### config.mk
export PLATFORM = sky130hd
export DESIGN_NAME = ima_adpcm_block_decoder_top_flat
export DESIGN_NICKNAME = d
export VERILOG_FILES = /design/src/hdl/imadec_pkg.sv /design/src/hdl/imadec_if.sv /design/src/hdl/imadec_front.sv /design/src/hdl/imadec_cmdq.sv /design/src/hdl/imadec_back.sv /design/src/hdl/ima_adpcm_block_decoder_top.sv /design/src/flat_wrapper.sv
export VERILOG_INCLUDE_DIRS = /design/src /design/src/hdl
export SDC_FILE = /design/constraint.sdc
export NUM_CORES = 1
export LEC_CHECK = 0
export BUFFER_PORTS_ARGS = -buffer_cell sky130_fd_sc_hd__buf_2
export CAP_MARGIN = 20
export CORE_ASPECT_RATIO = 1.5
export CORE_MARGIN = 10
export CORE_UTILIZATION = 45
export CTS_CLUSTER_DIAMETER = 40
export DETAILED_ROUTE_END_ITERATION = 6
export GPL_ROUTABILITY_DRIVEN = 0
export PLACE_DENSITY = 0.66
export RECOVER_POWER = 100
export SLEW_MARGIN = 20
export SYNTH_ARGS = -nofsm -noshare
export SYNTH_HDL_FRONTEND = slang
export SYNTH_SLANG_ARGS = --single-unit
### constraint.sdc
create_clock -name clk -period 23.2 [get_ports clk]
set_input_delay 5.8 -clock clk [delete_from_list [all_inputs] [get_ports clk]]
set_output_delay 5.8 -clock clk [all_outputs]
set_load 0.01 [all_outputs]
### src/hdl/ima_adpcm_block_decoder_top_defines.svh
// ----------------------------------------------------------------------------
// IMA ADPCM block decoder assertion macros
// Concurrent check wrappers, compiled out when NO_ASSERTIONS is set.
// ----------------------------------------------------------------------------
`ifndef IMA_ADPCM_BLOCK_DECODER_TOP_DEFINES_SVH
`define IMA_ADPCM_BLOCK_DECODER_TOP_DEFINES_SVH
`ifndef NO_ASSERTIONS
`define IMADEC_ASSERT_IMPL(label, ante, cons) \
  label: assert property (@(posedge clk) disable iff (!rst_n) (ante) |-> (cons)) \
    else $error("imadec: check failed");
`define IMADEC_ASSERT_NEXT(label, ante, cons) \
  label: assert property (@(posedge clk) disable iff (!rst_n) (ante) |=> (cons)) \
    else $error("imadec: check failed");
`else
`define IMADEC_ASSERT_IMPL(label, ante, cons)
`define IMADEC_ASSERT_NEXT(label, ante, cons)
`endif
`endif

### src/hdl/imadec_pkg.sv
`timescale 1ns / 1ps
// ----------------------------------------------------------------------------
// IMA ADPCM block decoder package
// Shared types, constants, the step table and the index deltas.
// ----------------------------------------------------------------------------
package imadec_pkg;

  localparam int CFG_W        = 13;
  localparam int IDX_W        = 7;
  localparam int PCM_W        = 16;
  localparam int SLOT_W       = 13;
  localparam int MAX_CHANNELS = 2;
  localparam int QDEPTH       = 4;
  localparam int QAW          = $clog2(QDEPTH);
  localparam int QCW          = $clog2(QDEPTH + 1);

  localparam logic [IDX_W-1:0]        IDX_MAX = 7'd88;
  localparam logic signed [PCM_W-1:0] PCM_MIN = -16'sd32768;
  localparam logic signed [PCM_W-1:0] PCM_MAX = 16'sd32767;

  localparam logic [1:0] CFG_IDX_CHANNELS = 2'd0;
  localparam logic [1:0] CFG_IDX_BLOCK    = 2'd1;
  localparam logic [1:0] CFG_IDX_SAMPLES  = 2'd2;

  typedef enum logic [1:0] {
    OP_LOAD,
    OP_INDEX,
    OP_DECODE
  } op_t;

  typedef struct packed {
    logic [1:0]       num_channels;
    logic [CFG_W-1:0] block_bytes;
    logic [CFG_W-1:0] samples_per_block;
  } cfg_t;

  typedef struct packed {
    op_t               op;
    logic              ch;
    logic [PCM_W-1:0]  data;
    logic [SLOT_W-1:0] slot0;
    logic [SLOT_W-1:0] slot1;
  } cmd_t;

  localparam logic [14:0] STEP_TABLE [89] = '{
    15'd7, 15'd8, 15'd9, 15'd10, 15'd11, 15'd12, 15'd13, 15'd14,
    15'd16, 15'd17, 15'd19, 15'd21, 15'd23, 15'd25, 15'd28, 15'd31,
    15'd34, 15'd37, 15'd41, 15'd45, 15'd50, 15'd55, 15'd60, 15'd66,
    15'd73, 15'd80, 15'd88, 15'd97, 15'd107, 15'd118, 15'd130, 15'd143,
    15'd157, 15'd173, 15'd190, 15'd209, 15'd230, 15'd253, 15'd279, 15'd307,
    15'd337, 15'd371, 15'd408, 15'd449, 15'd494, 15'd544, 15'd598, 15'd658,
    15'd724, 15'd796, 15'd876, 15'd963, 15'd1060, 15'd1166, 15'd1282, 15'd1411,
    15'd1552, 15'd1707, 15'd1878, 15'd2066, 15'd2272, 15'd2499, 15'd2749, 15'd3024,
    15'd3327, 15'd3660, 15'd4026, 15'd4428, 15'd4871, 15'd5358, 15'd5894, 15'd6484,
    15'd7132, 15'd7845, 15'd8630, 15'd9493, 15'd10442, 15'd11487, 15'd12635, 15'd13899,
    15'd15289, 15'd16818, 15'd18500, 15'd20350, 15'd22385, 15'd24623, 15'd27086, 15'd29794,
    15'd32767
  };

  function automatic logic [14:0] step_of(input logic [IDX_W-1:0] idx);
    logic [14:0] s;
    if (idx > IDX_MAX) begin
      s = STEP_TABLE[88];
    end else begin
      s = STEP_TABLE[idx];
    end
    return s;
  endfunction

  function automatic logic signed [4:0] delta_of(input logic [2:0] code);
    logic signed [4:0] d;
    case (code)
      3'd4:    d = 5'sd2;
      3'd5:    d = 5'sd4;
      3'd6:    d = 5'sd6;
      3'd7:    d = 5'sd8;
      default: d = -5'sd1;
    endcase
    return d;
  endfunction

endpackage

### src/hdl/imadec_if.sv
`timescale 1ns / 1ps
// ----------------------------------------------------------------------------
// IMA ADPCM block decoder channels
// Valid/ready byte input and sample output channels.
// ----------------------------------------------------------------------------
interface imadec_in_if;
  logic       valid;
  logic       ready;
  logic [7:0] src_byte;

  modport source (output valid, output src_byte, input ready);
  modport sink (input valid, input src_byte, output ready);
endinterface

interface imadec_out_if;
  logic               valid;
  logic               ready;
  logic signed [15:0] pcm_sample;
  logic               chan;
  logic [12:0]        slot;
  logic               last;

  modport source (output valid, output pcm_sample, output chan, output slot,
                  output last, input ready);
  modport sink (input valid, input pcm_sample, input chan, input slot,
                input last, output ready);
endinterface

### src/hdl/imadec_front.sv
`timescale 1ns / 1ps
// ----------------------------------------------------------------------------
// IMA ADPCM block decoder front end
// Tracks the block byte position; header and data bytes become commands.
// ----------------------------------------------------------------------------
module imadec_front #(
  parameter int MAX_BLOCK_BYTES = 4096
) (
  input  logic                clk,
  input  logic                rst_n,
  imadec_in_if.sink           in_bus,
  input  imadec_pkg::cfg_t    cfg,
  input  logic                q_full,
  output logic                q_push,
  output imadec_pkg::cmd_t    q_cmd
);

  localparam int PW = $clog2(MAX_BLOCK_BYTES);
  localparam int CW = ((PW > imadec_pkg::CFG_W) ? PW : imadec_pkg::CFG_W) + 1;

  localparam logic [1:0] PART_LOW   = 2'd0;
  localparam logic [1:0] PART_HIGH  = 2'd1;
  localparam logic [1:0] PART_INDEX = 2'd2;

  logic [PW-1:0] pos_r, pos_nxt;
  logic [7:0]    hdr_low_r, hdr_low_nxt;

  logic          accept;
  logic          stereo;
  logic [CW-1:0] bb_ext, blen, pos_ext, pos_eff, pos_inc, pos_next;
  logic [CW-1:0] hdr, d, grp, groups;
  logic [12:0]   spb_m1, grp13, slot0, slot1;
  logic          chd, chh;
  logic [1:0]    k;
  logic [7:0]    b;
  logic [6:0]    idx7;

  assign in_bus.ready = !q_full;
  assign accept       = in_bus.valid && in_bus.ready;
  assign b            = in_bus.src_byte;

  always_comb begin
    stereo  = (imadec_pkg::MAX_CHANNELS > 1) && (cfg.num_channels >= 2'd2);
    bb_ext  = CW'(cfg.block_bytes);
    if (bb_ext == '0) begin
      blen = CW'(1);
    end else if (bb_ext > CW'(MAX_BLOCK_BYTES)) begin
      blen = CW'(MAX_BLOCK_BYTES);
    end else begin
      blen = bb_ext;
    end
    pos_ext  = CW'(pos_r);
    pos_eff  = (pos_ext >= blen) ? '0 : pos_ext;
    pos_inc  = pos_eff + CW'(1);
    pos_next = (pos_inc >= blen) ? '0 : pos_inc;

    hdr    = stereo ? CW'(8) : CW'(4);
    d      = pos_eff - hdr;
    grp    = stereo ? (d >> 3) : (d >> 2);
    spb_m1 = cfg.samples_per_block - 13'd1;
    groups = (cfg.samples_per_block == '0) ? '0 : CW'(spb_m1 >> 3);
    chd    = stereo & d[2];
    chh    = stereo & pos_eff[2];
    k      = d[1:0];
    grp13  = grp[12:0];
    if (stereo) begin
      slot0 = 13'd2 + {grp13[8:0], 4'b0} + {9'b0, k, 2'b0} + {12'b0, chd};
      slot1 = slot0 + 13'd2;
    end else begin
      slot0 = 13'd1 + {grp13[9:0], 3'b0} + {10'b0, k, 1'b0};
      slot1 = slot0 + 13'd1;
    end
    idx7 = (b > 8'd88) ? imadec_pkg::IDX_MAX : b[6:0];

    q_push      = 1'b0;
    q_cmd.op    = imadec_pkg::OP_LOAD;
    q_cmd.ch    = 1'b0;
    q_cmd.data  = '0;
    q_cmd.slot0 = '0;
    q_cmd.slot1 = '0;
    hdr_low_nxt = hdr_low_r;

    if (pos_eff < hdr) begin
      case (pos_eff[1:0])
        PART_LOW: begin
          if (accept) begin
            hdr_low_nxt = b;
          end
        end
        PART_HIGH: begin
          q_push      = accept;
          q_cmd.op    = imadec_pkg::OP_LOAD;
          q_cmd.ch    = chh;
          q_cmd.data  = {b, hdr_low_r};
          q_cmd.slot0 = {12'b0, chh};
        end
        PART_INDEX: begin
          q_push     = accept;
          q_cmd.op   = imadec_pkg::OP_INDEX;
          q_cmd.ch   = chh;
          q_cmd.data = {9'b0, idx7};
        end
        default: begin
        end
      endcase
    end else if (grp < groups) begin
      q_push      = accept;
      q_cmd.op    = imadec_pkg::OP_DECODE;
      q_cmd.ch    = chd;
      q_cmd.data  = {8'b0, b};
      q_cmd.slot0 = slot0;
      q_cmd.slot1 = slot1;
    end

    pos_nxt = accept ? pos_next[PW-1:0] : pos_r;
  end

  always_ff @(posedge clk) begin
    if (!rst_n) begin
      pos_r     <= '0;
      hdr_low_r <= '0;
    end else begin
      pos_r     <= pos_nxt;
      hdr_low_r <= hdr_low_nxt;
    end
  end

endmodule

### src/hdl/imadec_cmdq.sv
`timescale 1ns / 1ps
// ----------------------------------------------------------------------------
// IMA ADPCM block decoder command queue
// Short first-in first-out queue between the front end and the back end.
// ----------------------------------------------------------------------------
module imadec_cmdq (
  input  logic                          clk,
  input  logic                          rst_n,
  input  logic                          push,
  input  imadec_pkg::cmd_t              wr_cmd,
  input  logic                          pop,
  output imadec_pkg::cmd_t              rd_cmd,
  output logic                          full,
  output logic                          empty,
  output logic [imadec_pkg::QCW-1:0]    count
);

  imadec_pkg::cmd_t             mem_r [imadec_pkg::QDEPTH];
  logic [imadec_pkg::QAW-1:0]   wp_r, wp_nxt, rp_r, rp_nxt;
  logic [imadec_pkg::QCW-1:0]   cnt_r, cnt_nxt;
  logic                         do_push, do_pop;

  assign full   = (cnt_r == imadec_pkg::QCW'(imadec_pkg::QDEPTH));
  assign empty  = (cnt_r == '0);
  assign count  = cnt_r;
  assign rd_cmd = mem_r[rp_r];

  always_comb begin
    do_push = push && !full;
    do_pop  = pop && !empty;
    wp_nxt  = do_push ? wp_r + 1'b1 : wp_r;
    rp_nxt  = do_pop ? rp_r + 1'b1 : rp_r;
    case ({do_push, do_pop})
      2'b10:   cnt_nxt = cnt_r + 1'b1;
      2'b01:   cnt_nxt = cnt_r - 1'b1;
      default: cnt_nxt = cnt_r;
    endcase
  end

  always_ff @(posedge clk) begin
    if (!rst_n) begin
      wp_r  <= '0;
      rp_r  <= '0;
      cnt_r <= '0;
    end else begin
      wp_r  <= wp_nxt;
      rp_r  <= rp_nxt;
      cnt_r <= cnt_nxt;
    end
  end

  always_ff @(posedge clk) begin
    if (do_push) begin
      mem_r[wp_r] <= wr_cmd;
    end
  end

endmodule

### src/hdl/imadec_back.sv
`timescale 1ns / 1ps
// ----------------------------------------------------------------------------
// IMA ADPCM block decoder back end
// Per-channel predictor and step index; one nibble a cycle unless stalled.
// ----------------------------------------------------------------------------
module imadec_back (
  input  logic              clk,
  input  logic              rst_n,
  input  imadec_pkg::cmd_t  q_cmd,
  input  logic              q_empty,
  output logic              q_pop,
  output logic              back_mid,
  imadec_out_if.source      out_bus
);

  localparam logic signed [17:0] VMIN = 18'(imadec_pkg::PCM_MIN);
  localparam logic signed [17:0] VMAX = 18'(imadec_pkg::PCM_MAX);

  logic signed [15:0] pred_r [2];
  logic signed [15:0] pred_nxt [2];
  logic [6:0]         sidx_r [2];
  logic [6:0]         sidx_nxt [2];
  logic               nib_r, nib_nxt;
  logic               out_valid_r, out_valid_nxt;
  logic signed [15:0] pcm_r, pcm_nxt;
  logic               chan_r, chan_nxt;
  logic [12:0]        slot_r, slot_nxt;
  logic               last_r, last_nxt;

  logic               ch, out_free, emit;
  logic [3:0]         nib;
  logic [6:0]         idx, nidx;
  logic [14:0]        step;
  logic [18:0]        prod;
  logic [15:0]        mag;
  logic signed [17:0] pred_ext, vsum;
  logic signed [15:0] vsat;
  logic signed [8:0]  nsum;

  assign out_bus.valid      = out_valid_r;
  assign out_bus.pcm_sample = pcm_r;
  assign out_bus.chan       = chan_r;
  assign out_bus.slot       = slot_r;
  assign out_bus.last       = last_r;
  assign back_mid           = nib_r;

  always_comb begin
    ch       = q_cmd.ch;
    out_free = !out_valid_r || out_bus.ready;
    nib      = nib_r ? q_cmd.data[7:4] : q_cmd.data[3:0];
    idx      = sidx_r[ch];
    step     = imadec_pkg::step_of(idx);
    prod     = {4'b0, step} * {15'b0, nib[2:0], 1'b1};
    mag      = prod[18:3];
    pred_ext = 18'(pred_r[ch]);
    vsum     = nib[3] ? pred_ext - $signed({2'b0, mag}) : pred_ext + $signed({2'b0, mag});
    if (vsum < VMIN) begin
      vsat = imadec_pkg::PCM_MIN;
    end else if (vsum > VMAX) begin
      vsat = imadec_pkg::PCM_MAX;
    end else begin
      vsat = vsum[15:0];
    end
    nsum = $signed({2'b0, idx}) + 9'(imadec_pkg::delta_of(nib[2:0]));
    if (nsum < 9'sd0) begin
      nidx = '0;
    end else if (nsum > 9'sd88) begin
      nidx = imadec_pkg::IDX_MAX;
    end else begin
      nidx = nsum[6:0];
    end

    q_pop    = 1'b0;
    emit     = 1'b0;
    nib_nxt  = nib_r;
    pred_nxt = pred_r;
    sidx_nxt = sidx_r;
    pcm_nxt  = pcm_r;
    chan_nxt = chan_r;
    slot_nxt = slot_r;
    last_nxt = last_r;

    if (!q_empty) begin
      case (q_cmd.op)
        imadec_pkg::OP_LOAD: begin
          if (out_free) begin
            emit         = 1'b1;
            q_pop        = 1'b1;
            pred_nxt[ch] = q_cmd.data;
            pcm_nxt      = q_cmd.data;
            chan_nxt     = ch;
            slot_nxt     = q_cmd.slot0;
            last_nxt     = 1'b1;
          end
        end
        imadec_pkg::OP_INDEX: begin
          q_pop        = 1'b1;
          sidx_nxt[ch] = q_cmd.data[6:0];
        end
        imadec_pkg::OP_DECODE: begin
          if (out_free) begin
            emit         = 1'b1;
            q_pop        = nib_r;
            nib_nxt      = !nib_r;
            pred_nxt[ch] = vsat;
            sidx_nxt[ch] = nidx;
            pcm_nxt      = vsat;
            chan_nxt     = ch;
            slot_nxt     = nib_r ? q_cmd.slot1 : q_cmd.slot0;
            last_nxt     = nib_r;
          end
        end
        default: begin
          q_pop = 1'b1;
        end
      endcase
    end

    if (emit) begin
      out_valid_nxt = 1'b1;
    end else if (out_bus.ready) begin
      out_valid_nxt = 1'b0;
    end else begin
      out_valid_nxt = out_valid_r;
    end
  end

  always_ff @(posedge clk) begin
    if (!rst_n) begin
      nib_r       <= 1'b0;
      out_valid_r <= 1'b0;
      pred_r[0]   <= '0;
      pred_r[1]   <= '0;
      sidx_r[0]   <= '0;
      sidx_r[1]   <= '0;
    end else begin
      nib_r       <= nib_nxt;
      out_valid_r <= out_valid_nxt;
      pred_r      <= pred_nxt;
      sidx_r      <= sidx_nxt;
    end
  end

  always_ff @(posedge clk) begin
    pcm_r  <= pcm_nxt;
    chan_r <= chan_nxt;
    slot_r <= slot_nxt;
    last_r <= last_nxt;
  end

endmodule

### src/hdl/ima_adpcm_block_decoder_top.sv
`timescale 1ns / 1ps
// ----------------------------------------------------------------------------
// IMA ADPCM block decoder
// Decodes 4-bit IMA ADPCM WAV blocks, one compressed byte per input word.
// ----------------------------------------------------------------------------
// in_bus carries one compressed byte per word; out_bus carries one decoded
// sample per word with its channel, interleaved slot and a last flag on the
// final sample caused by a byte. cfg_we/cfg_idx/cfg_wdata set the channel
// count, block length and samples per block; write them only while idle.
// A header high byte gives one sample, a data byte gives two, all other
// bytes give none. A taken byte is written into the command queue, and its
// first sample is then registered in the output register; the second comes
// from the same byte while it stays at the queue head.
// The single nibble unit in the back end makes one predictor update a
// cycle while the output is free, and a data byte stays at the queue head
// for both nibbles; header and padding bytes go at one a cycle while the
// queue has room. A four-entry command queue sits between front and back.
// Reset clears the block position, both predictors and step indexes, and
// loads mono, 256-byte blocks and 505 samples per block.
// When the receiver stalls the output word holds, the back end waits on
// load and decode commands and input is taken until the command queue fills.
// ----------------------------------------------------------------------------
`include "ima_adpcm_block_decoder_top_defines.svh"

module ima_adpcm_block_decoder_top #(
  parameter int MAX_BLOCK_BYTES = 4096
) (
  input  logic                           clk,
  input  logic                           rst_n,
  imadec_in_if.sink                      in_bus,
  imadec_out_if.source                   out_bus,
  input  logic                           cfg_we,
  input  logic [1:0]                     cfg_idx,
  input  logic [imadec_pkg::CFG_W-1:0]   cfg_wdata
);

  imadec_pkg::cfg_t            cfg_r, cfg_nxt;
  imadec_pkg::cmd_t            push_cmd, head_cmd;
  logic                        q_push, q_pop, q_full, q_empty, back_mid;
  logic [imadec_pkg::QCW-1:0]  q_count;

  always_comb begin
    cfg_nxt = cfg_r;
    if (cfg_we) begin
      case (cfg_idx)
        imadec_pkg::CFG_IDX_CHANNELS: cfg_nxt.num_channels      = cfg_wdata[1:0];
        imadec_pkg::CFG_IDX_BLOCK:    cfg_nxt.block_bytes       = cfg_wdata;
        imadec_pkg::CFG_IDX_SAMPLES:  cfg_nxt.samples_per_block = cfg_wdata;
        default: begin
        end
      endcase
    end
  end

  always_ff @(posedge clk) begin
    if (!rst_n) begin
      cfg_r.num_channels      <= 2'd1;
      cfg_r.block_bytes       <= 13'd256;
      cfg_r.samples_per_block <= 13'd505;
    end else begin
      cfg_r <= cfg_nxt;
    end
  end

  imadec_front #(
    .MAX_BLOCK_BYTES (MAX_BLOCK_BYTES)
  ) u_front (
    .clk    (clk),
    .rst_n  (rst_n),
    .in_bus (in_bus),
    .cfg    (cfg_r),
    .q_full (q_full),
    .q_push (q_push),
    .q_cmd  (push_cmd)
  );

  imadec_cmdq u_cmdq (
    .clk    (clk),
    .rst_n  (rst_n),
    .push   (q_push),
    .wr_cmd (push_cmd),
    .pop    (q_pop),
    .rd_cmd (head_cmd),
    .full   (q_full),
    .empty  (q_empty),
    .count  (q_count)
  );

  imadec_back u_back (
    .clk      (clk),
    .rst_n    (rst_n),
    .q_cmd    (head_cmd),
    .q_empty  (q_empty),
    .q_pop    (q_pop),
    .back_mid (back_mid),
    .out_bus  (out_bus)
  );

  `IMADEC_ASSERT_IMPL(a_q_bound, 1'b1, q_count <= imadec_pkg::QCW'(imadec_pkg::QDEPTH))
  `IMADEC_ASSERT_IMPL(a_mid_has_cmd, back_mid, q_count != '0)
  `IMADEC_ASSERT_IMPL(a_first_half_pending, out_bus.valid && !out_bus.last, back_mid)
  `IMADEC_ASSERT_NEXT(a_second_half_follows, out_bus.valid && out_bus.ready && !out_bus.last, out_bus.valid && out_bus.last)

endmodule
### src/flat_wrapper.sv
// flat-port wrapper written by rule: the top's interface ports become plain ports
module ima_adpcm_block_decoder_top_flat 
#(
  parameter int MAX_BLOCK_BYTES = 4096
)
  (clk, rst_n, cfg_we, cfg_idx, cfg_wdata, in_bus_valid, in_bus_src_byte, in_bus_ready, out_bus_valid, out_bus_pcm_sample, out_bus_chan, out_bus_slot, out_bus_last, out_bus_ready);
  imadec_in_if in_bus_i ();
  imadec_out_if out_bus_i ();
  input  logic clk;
  input  logic rst_n;
  input  logic cfg_we;
  input  logic [1:0] cfg_idx;
  input  logic [imadec_pkg::CFG_W-1:0] cfg_wdata;
  input wire logic [$bits(in_bus_i.valid)-1:0] in_bus_valid;
  input wire logic [$bits(in_bus_i.src_byte)-1:0] in_bus_src_byte;
  output wire logic [$bits(in_bus_i.ready)-1:0] in_bus_ready;
  output wire logic [$bits(out_bus_i.valid)-1:0] out_bus_valid;
  output wire logic [$bits(out_bus_i.pcm_sample)-1:0] out_bus_pcm_sample;
  output wire logic [$bits(out_bus_i.chan)-1:0] out_bus_chan;
  output wire logic [$bits(out_bus_i.slot)-1:0] out_bus_slot;
  output wire logic [$bits(out_bus_i.last)-1:0] out_bus_last;
  input wire logic [$bits(out_bus_i.ready)-1:0] out_bus_ready;
  assign in_bus_i.valid = in_bus_valid;
  assign in_bus_i.src_byte = in_bus_src_byte;
  assign in_bus_ready = in_bus_i.ready;
  assign out_bus_valid = out_bus_i.valid;
  assign out_bus_pcm_sample = out_bus_i.pcm_sample;
  assign out_bus_chan = out_bus_i.chan;
  assign out_bus_slot = out_bus_i.slot;
  assign out_bus_last = out_bus_i.last;
  assign out_bus_i.ready = out_bus_ready;
  ima_adpcm_block_decoder_top #(.MAX_BLOCK_BYTES(MAX_BLOCK_BYTES)) u_core (.clk(clk), .rst_n(rst_n), .in_bus(in_bus_i), .out_bus(out_bus_i), .cfg_we(cfg_we), .cfg_idx(cfg_idx), .cfg_wdata(cfg_wdata));
endmodule
-- Yosys cells after proc, flatten, opt, wreduce, memory -nomap -nowiden
Memory sizes are Yosys's and may differ from the RTL's. A register that Yosys moved wholly into a read port is not among the register bits.
Index checks and enable logic that the tools add are counted.
- bits in registers: 134
- bits in writable memories: 180
- memory bits (read-only): 1920
- bits of input ports: 28
- output and inout port bits: 33
- word-level logic and storage cells: 172
- memories: 2
- add/sub/neg operators: 17
- multipliers: 1
- $lt $le $gt $ge: 15
- equal/unequal tests: 15
- multiplexer cells: 70
- bitwise logic cells: 5
- reduce and logical (&&, ||, !) cells: 29
- memories (memory ; depth ; bits a word ; rd ports ; clocked after memory_dff ; write ports ; line ; RTL):
    (name not given) ; 128 ; 15 ; 1 ; 0 ; 0 ; imadec_pkg.sv:65 ; s = STEP_TABLE[idx];
    u_core.u_cmdq.mem_r ; 4 ; 45 ; 1 ; 1 ; 1 ; imadec_cmdq.sv:18 ; imadec_pkg::cmd_t mem_r [imadec_pkg::QDEPTH];
- operator list (operator ; number):
    $mux 16 ; 8
    $mux 32 ; 3
    $mux 13 ; 7
    $bwmux 32 ; 2
    $pmux 32 s2 ; 1
    $mux 7 ; 7
    $mux 15 ; 3
    $mux 45 ; 1
    $mux 12 ; 3
    $pmux 18 s2 ; 1
    $pmux 16 s2 ; 1
    $bwmux 14 ; 2
    $mux 14 ; 2
    $pmux 14 s2 ; 1
    $logic_not 13->1 ; 2
    $pmux 13 s2 ; 1
    $pmux 5 s4 ; 1
    $mul 15x4->19 ; 1
    $add 16x17->18 ; 1
    $gt 18x16->1 const B ; 1
    $lt 18x16->1 const B ; 1
    $mux 18 ; 1
    $sub 16x17->18 ; 1
    $demux 16 s1 ; 1
    other kinds (51) ; 99

-- Longest topological paths before layout
Gate-level depths: netlist (run 1).
- word-level depth: 18
- depth in mapped cells: 45
- depth with buffers taken out: 41

-- By module
A second synthesis (run 1) with hierarchy kept.
- cells, all modules: 1945
- area, all modules: 20025.5 um^2
- by module, submodules not included (module ; instances ; cells each ; area an instance (um^2) ; sequential area each (um^2)):
    imadec_back ; 1 ; 1057 ; 8411.8 ; 1891.8
    imadec_cmdq ; 1 ; 289 ; 7029.2 ; 5585.4
    imadec_front ; 1 ; 482 ; 3448.3 ; 400.4
    ima_adpcm_block_decoder_top ; 1 ; 117 ; 1136.1 ; 560.5

-- Least setup slack after synthesis (run 1)
OpenSTA, ideal clock, no wires.
- kind: flip-flop to flip-flop
- start point: register with a tool-made name
- end point: register u_core.u_back.pcm_r[10], in the netlist u_core.u_back.out_bus.pcm_sample[10] (data pin)
- setup time: 266 ps
- arrival: 8645 ps
- data required time: 22934 ps
- path slack: 14289 ps
- stages on the path, launching flop included: 39
- path buffers: 4
- clock period less this slack: 8911 ps
- cells stage by stage: dfxtp_1 buf_4 mux2i_1 mux2_4 inv_6 buf_6 mux2_2 ha_1 clkbuf_1 nor2_1 nor3_1 nor3_1 a31oi_1 a2111oi_0 nor2_1 fa_1 inv_1 fa_1 (+3 left out) o41ai_2 xor2_1 nand2b_1 o21ai_0 xor2_1 ha_1 o21ai_0 a21oi_1 o21ai_0 a21oi_1 o41ai_1 nor3_1 a311o_1 nor2_1 nor2_8 buf_4 nor2b_1 o21ai_1
- RTL lines (element ; line ; RTL):
    to (signal assigned) ; imadec_back.sv:145 ; pcm_r <= pcm_nxt;
    to (decl) ; imadec_back.sv:25 ; logic signed [15:0] pcm_r, pcm_nxt;

==> results.toml, run 1 <==
[routing]
drt_iter0_drc = 1433
ant_nets = 0
vias = 15325
wl_per_cell_um = 19.7
firstDrtPassIters = 7
drc = 1
vias_per_cell = 5.90
wirelength_um = 51300

[final_layout]
nFillCells = 3912
drive_above_1_share = 0.0882
diodes = 0
multi_input_area_um2 = 10400
area_growth_pct = 9.04
final_cells = 2599
design_area_um2 = 21300
postLayoutCoreUtil = 0.497
regArea_um2 = 8420
nets = 2166

[synth]
ys_types = 90
ys_top_cells_by_count = "nand2_1 (239), edfxtp_1 (211), nor2_1 (197)"
synth_area_leaders = "edfxtp_1 (32%), dfxtp_1 (11%), ha_1 (6.6%)"
async_flop_share = 0
syn_nets = 2154
synth_top_area_share = 0.324
synth.most_common_cell = "nand2_1"
syn-cell-area_um2 = 19600
synth_cells = 1993
syn_area_per_cell_um2 = 9.82
synth_edf_count = 211
synth_top_area_cell = "edfxtp_1"
yosysSeqAreaShare = 0.430
ys_ff_latch = 315
ys.flop_type = "edfxtp_1"
yosys_warnings = 0

[floorplanning]
start_util = 0.456
pin_count = 61
die_h_um = 275
die_w_um = 190
die_area_um2 = 52400
rows = 93
core_um2 = 42900

[clocking]
cts_resized = 0
cts.htree.levels = 2
cts_setup_buffers = 0
clockRootBuffer = "clkbuf_16"
cts_tree = "built"
clock_tree.buffer_depth = 3
cts_hold_buf = 0
clkTransAtPathRegs_ps = 60
numClockSinks = 315
clk_latency_ps = 530
cts_buffers = 34

[worst_setup_path]
crit_path_end_kind = "register"
cp_slowest_stage_delay_ps = 2390
cp_data_required_time_ps = 23530
arrival_ps = 16200
critPathTopFamily = "compound AO/OA/AOI/OAI gates"
cp_slowest_cell = "dfxtp_1"
reg2reg_slack_ps = 7320
start_kind = "register"
crit_type = "reg2reg"
critPathMaxFanout = 45
crit_buf_inv = 4
cp_common_cell = "nor2_1"

[run_status]
status = "finished, violations left"
violations = "design-rule violations, max-capacitance violations, max-slew violations"

[place]
place_hpwl_um = 37100
post-place-cells = 2539
portBuffers = 60
postPlaceCellArea_um2 = 20300

[global_route]
track_usage = 0.193
grt_max_degree = 76
antenna_found_initial = 3
grt_pass1_wl_um = 81900
use_met3 = 0.0269
grt_pass1_vias = 15426
overflow = 0
grt_most_used_layer = "met2"
gr-usage-met1 = 0.212
grtUsageMet2 = 0.355

[timing]
period_minus_slack_ps = 15880
setup_viol = 0
fin_crit_sh = 0.684
slew-limit-headroom = -1.04
skew_ps = 23.3
hold_viol = 0
slew_violations = 401
rsz0062_at_grt = "no"
tns_ps = 0
fmax_mhz = 63.0
worst_pin_slew_ps = 3050

[run]
max_cap_violations = 10

[hold_path]
hold_path.startpoint = "u_core.u_back.pred_r[27]"
hold_path.class = "reg2reg"
==> cell type report <==
type	instances	area share
clock buffer	39	0.0407
clock inverter	21	0.0116
inverter	91	0.0161
multi-input combinational	1483	0.486
sequential	315	0.394
tap	570	0.0334
timing repair buffer	80	0.0175
==> per-stage QoR <==
stage / setup WS (ps) / hold slack, ps
3_3_place_gp: 12560 / 448
4_1_cts: 12290 / 465
2_1_floorplan: 14290 / 437
5_1_grt: 5810 / 488
6_report: 7320 / 468
3_5_place_dp: 12320 / 456
==> kinds of logic after synthesis <==
logic type,count (synthesis),synth area share
AO/OA/AOI/OAI,486,0.156
XOR/XNOR,81,0.0370
adder cells (fa/ha/maj),134,0.0970
buffers and inverters,195,0.0398
flip-flops,315,0.430
multiplexers,96,0.0793
AND/OR/NAND/NOR,686,0.161
==> state kept, by name, indices dropped and copies added, names as in the netlist, named ones only <==
signal,cells
u_core.u_cmdq.mem_r,180
u_core.u_back.back_mid,1
u_core.u_cmdq.wp_r,2
u_core.u_back.out_bus.chan,1
u_core.u_front.hdr_low_r,8
u_core.u_cmdq.count,3
u_core.u_back.out_bus.slot,13
u_core.u_back.out_bus.pcm_sample,16
u_core.cfg_r,27
u_core.u_cmdq.rp_r,2
u_core.u_front.pos_r,12
u_core.u_back.pred_r,32
u_core.u_back.out_bus.last,1
u_core.u_back.out_bus.valid,1
u_core.u_back.sidx_r,14
==> worst register-to-register path: cells and delay by family (launching register included) <==
family / cells / cell delay [ps]
AND/OR/NAND/NOR: 11 / 2370
AO/OA/AOI/OAI: 15 / 3460
adder cells (fa/ha/maj): 4 / 1650
flip-flops: 1 / 2390
multiplexers: 2 / 2410
buffers and inverters: 4 / 2460
XOR/XNOR: 3 / 960
==> path summary, 6_finish.rpt <==
| path | end | cells after the start |
|---|---|---|
| hold / removal | u_core.u_back.pred_r[27] | 2 |
| hold reg to reg | u_core.u_back.pred_r[27] | 2 |
| setup / recovery | u_core.u_back.out_bus.pcm_sample[2] | 39 |
| setup reg to reg | u_core.u_back.out_bus.pcm_sample[2] | 39 |
==> layout by cell type (no fill, tap or decap), drive strengths merged, types with 32 or more instances in the layout <==
master,Yosys,routed
nand2,240,240
edfxtp,211,211
nor2,200,200
a21oi,151,151
o21ai,127,127
dfxtp,104,104
ha,103,103
inv,90,95
clkbuf,80,87
xnor2,49,49
mux4,44,44
nor3,43,43
nor2b,43,43
nand3,39,39
a211oi,36,36
buf,24,32
==> layer usage <==
metal	up-vias	wire, um	part of all wire
met5	-	38	0.00074
met2	601	26600	0.52
met3	194	2700	0.053
li1	7207	-	-
met1	7317	19100	0.37
met4	6	2790	0.054
Power of run 1 is left out: the tool's default activity adds up to more than one toggle a clock period on the data nets, which glitch-free logic cannot reach.
==> run 2: changes to the inputs <==
Settings changed: ABC_AREA set to 1, PLACE_DENSITY 0.66 to 0.68.
Clock period 23.2 ns to 14.6 ns, I/O delays scaled along.
==> run 2 against run 1 <==
  * The flow finishes with violations (max-capacitance violations, max-slew violations)
  * Core utilization is 0.093 points lower
  * Area after synthesis shrank 0.16%
  * Clock skew decreased by 3.1 ps
  * Worst setup slack got worse by 4300 ps
  * Via count rose by 7.6%
  * Flip-flop and latch count is the same
  * Die area shrank 0.15%
  * Clock-buffer cell count increased by 2
  * Sequential share of layout area increased by 0.068 points
  * Register-to-register slack worse by 4300 ps
  * Maximum frequency is 38% higher
  * Critical path type unchanged
  * Largest cell class unchanged
==> results.toml, run 2 <==
[final_layout]
largest_register_ffs = 180
top_regs = "u_core.u_cmdq.mem_r x180, u_core.u_back.pred_r x32, u_core.cfg_r x27"
nFillCells = 4147
drive_above_1_share = 0.0590
largest-register = "u_core.u_cmdq.mem_r"
area_growth_pct = 9.01
nets = 2592
final_cell_mix = "nand2_1 (443), inv_1 (327), nor2_1 (293), o21ai_0 (238), edfxtp_1 (211)"
multi_input_area_um2 = 9410
mostFrequentLayoutCell = "nand2_1"
final_cells = 3029
regArea_um2 = 8420

[clocking]
cts_buffers = 35
cts_resized = 0
cts_tree = "built"
clock_tree.buffer_depth = 3
clockRootBuffer = "clkbuf_16"
clkTransAtPathRegs_ps = 60
cts.htree.levels = 2
numClockSinks = 315
cts_hold_buf = 0
cts_setup_buffers = 0
clk_latency_ps = 520

[timing]
fin_crit_sh = 0.790
slew-limit-headroom = -1.21
tns_ps = 0
setup_viol = 0
skew_ps = 20.1
period_minus_slack_ps = 11540
rsz0062_at_grt = "no"
worst_pin_slew_ps = 3310
slew_violations = 436
hold_viol = 0
fmax_mhz = 86.7

[run]
max_cap_violations = 10

[worst_setup_path]
cp_slowest_cell = "nand2_1"
arrival_ps = 11810
cp_data_required_time_ps = 14870
crit_path_end_kind = "register"
cp_slowest_stage_delay_ps = 1240
crit_type = "reg2reg"
crit_buf_inv = 7
critPathTopFamily = "simple AND/OR/NAND/NOR gates"
start_kind = "register"
cp_common_cell = "nand2_1"
critPathMaxFanout = 50

[floorplanning]
die_w_um = 190
die_area_um2 = 52300
core_um2 = 42900
start_util = 0.455
pin_count = 61
rows = 93
die_h_um = 275

[synth]
ys.flop_type = "edfxtp_1"
synth_cells = 2402
yosys_warnings = 0
async_flop_share = 0
synth_top_area_share = 0.324
ys_top_cells_by_count = "nand2_1 (429), inv_1 (326), nor2_1 (298)"
synth_edf_count = 211
ys_ff_latch = 315
syn_nets = 2563
syn_area_per_cell_um2 = 8.14
ys_types = 60
syn-cell-area_um2 = 19500
synth_area_leaders = "edfxtp_1 (32%), dfxtp_1 (11%), nand2_1 (8.2%)"
synth.most_common_cell = "nand2_1"
yosysSeqAreaShare = 0.431
synth_top_area_cell = "edfxtp_1"

[global_route]
grt_pass1_wl_um = 83500
antenna_found_initial = 4
grt_max_degree = 75
track_usage = 0.197
grt_pass1_vias = 16599
overflow = 0

[routing]
ant_nets = 0
vias = 16490
wl_per_cell_um = 17.2
firstDrtPassIters = 6
vias_per_cell = 5.44
drc = 0
drt_iter0_drc = 1155
wirelength_um = 52000

[run_status]
violations = "max-capacitance violations, max-slew violations"
status = "finished, violations left"

[place]
post-place-cells = 2963
place_hpwl_um = 37900
portBuffers = 60

[hold_path]
hold_path.class = "reg2reg"
[run 2: metal layers]
metal / vias to the layer above / part of all wire / track usage
met4: 2 / 0.059 / 0.115
met1: 7718 / 0.37 / 0.206
met2: 529 / 0.52 / 0.367
met3: 176 / 0.046 / 0.0278
met5: - / 0.00025 / 0
li1: 8065 / - / -
[run 2: through the flow]
step | worst slack, ps | hold WS, ps | cell area [um2] | utilization
2_1_floorplan | 6740 | 422 | 19500 | -
3_3_place_gp | 4940 | 436 | 20300 | 0.473
3_5_place_dp | 4660 | 445 | 20300 | 0.473
4_1_cts | 4640 | 458 | 21400 | 0.499
5_1_grt | 1870 | 495 | 21300 | 0.496
6_report | 3060 | 465 | 21300 | 0.496
[run 2: cells by family (layout without fill, tap and decap cells)]
| group | after synthesis | after routing | share of synthesized area |
|---|---|---|---|
| compound gates | 516 | 516 | 0.150 |
| xor+xnor | 69 | 69 | 0.0309 |
| fa+ha+maj | 133 | 133 | 0.0967 |
| buf+inv | 427 | 481 | 0.0871 |
| flops | 315 | 315 | 0.431 |
| mux | 2 | 2 | 0.00102 |
| other cells | 0 | 3 | 0 |
| simple gates | 940 | 940 | 0.203 |
[run 2: worst min-delay path, stage by stage (launching register included)]
cell and delay [ps]:
dfxtp_1 330, nand2_1 50, nand3_1 50
[run 2: worst paths after layout]
kind	start	endpoint	slack, ps	cells after the start
max	register	u_core.u_back.out_bus.pcm_sample[6]	3060	46
min	u_core.cfg_r[0]	u_core.cfg_r[0]	460	2
max reg2reg	register	u_core.u_back.out_bus.pcm_sample[6]	3060	46
min reg2reg	u_core.cfg_r[0]	u_core.cfg_r[0]	460	2
[run 2: area by class of cell]
| type | count | area share |
|---|---|---|
| Clock buffer | 41 | 0.0426 |
| Sequential cell | 315 | 0.395 |
| Antenna cell | 3 | 0.000352 |
| Multi-Input combinational cell | 1660 | 0.441 |
| Clock inverter | 21 | 0.00934 |
| Tap cell | 570 | 0.0335 |
| Timing Repair Buffer | 82 | 0.0183 |
| Inverter | 337 | 0.0594 |
Power of run 2 is left out for the same reason.
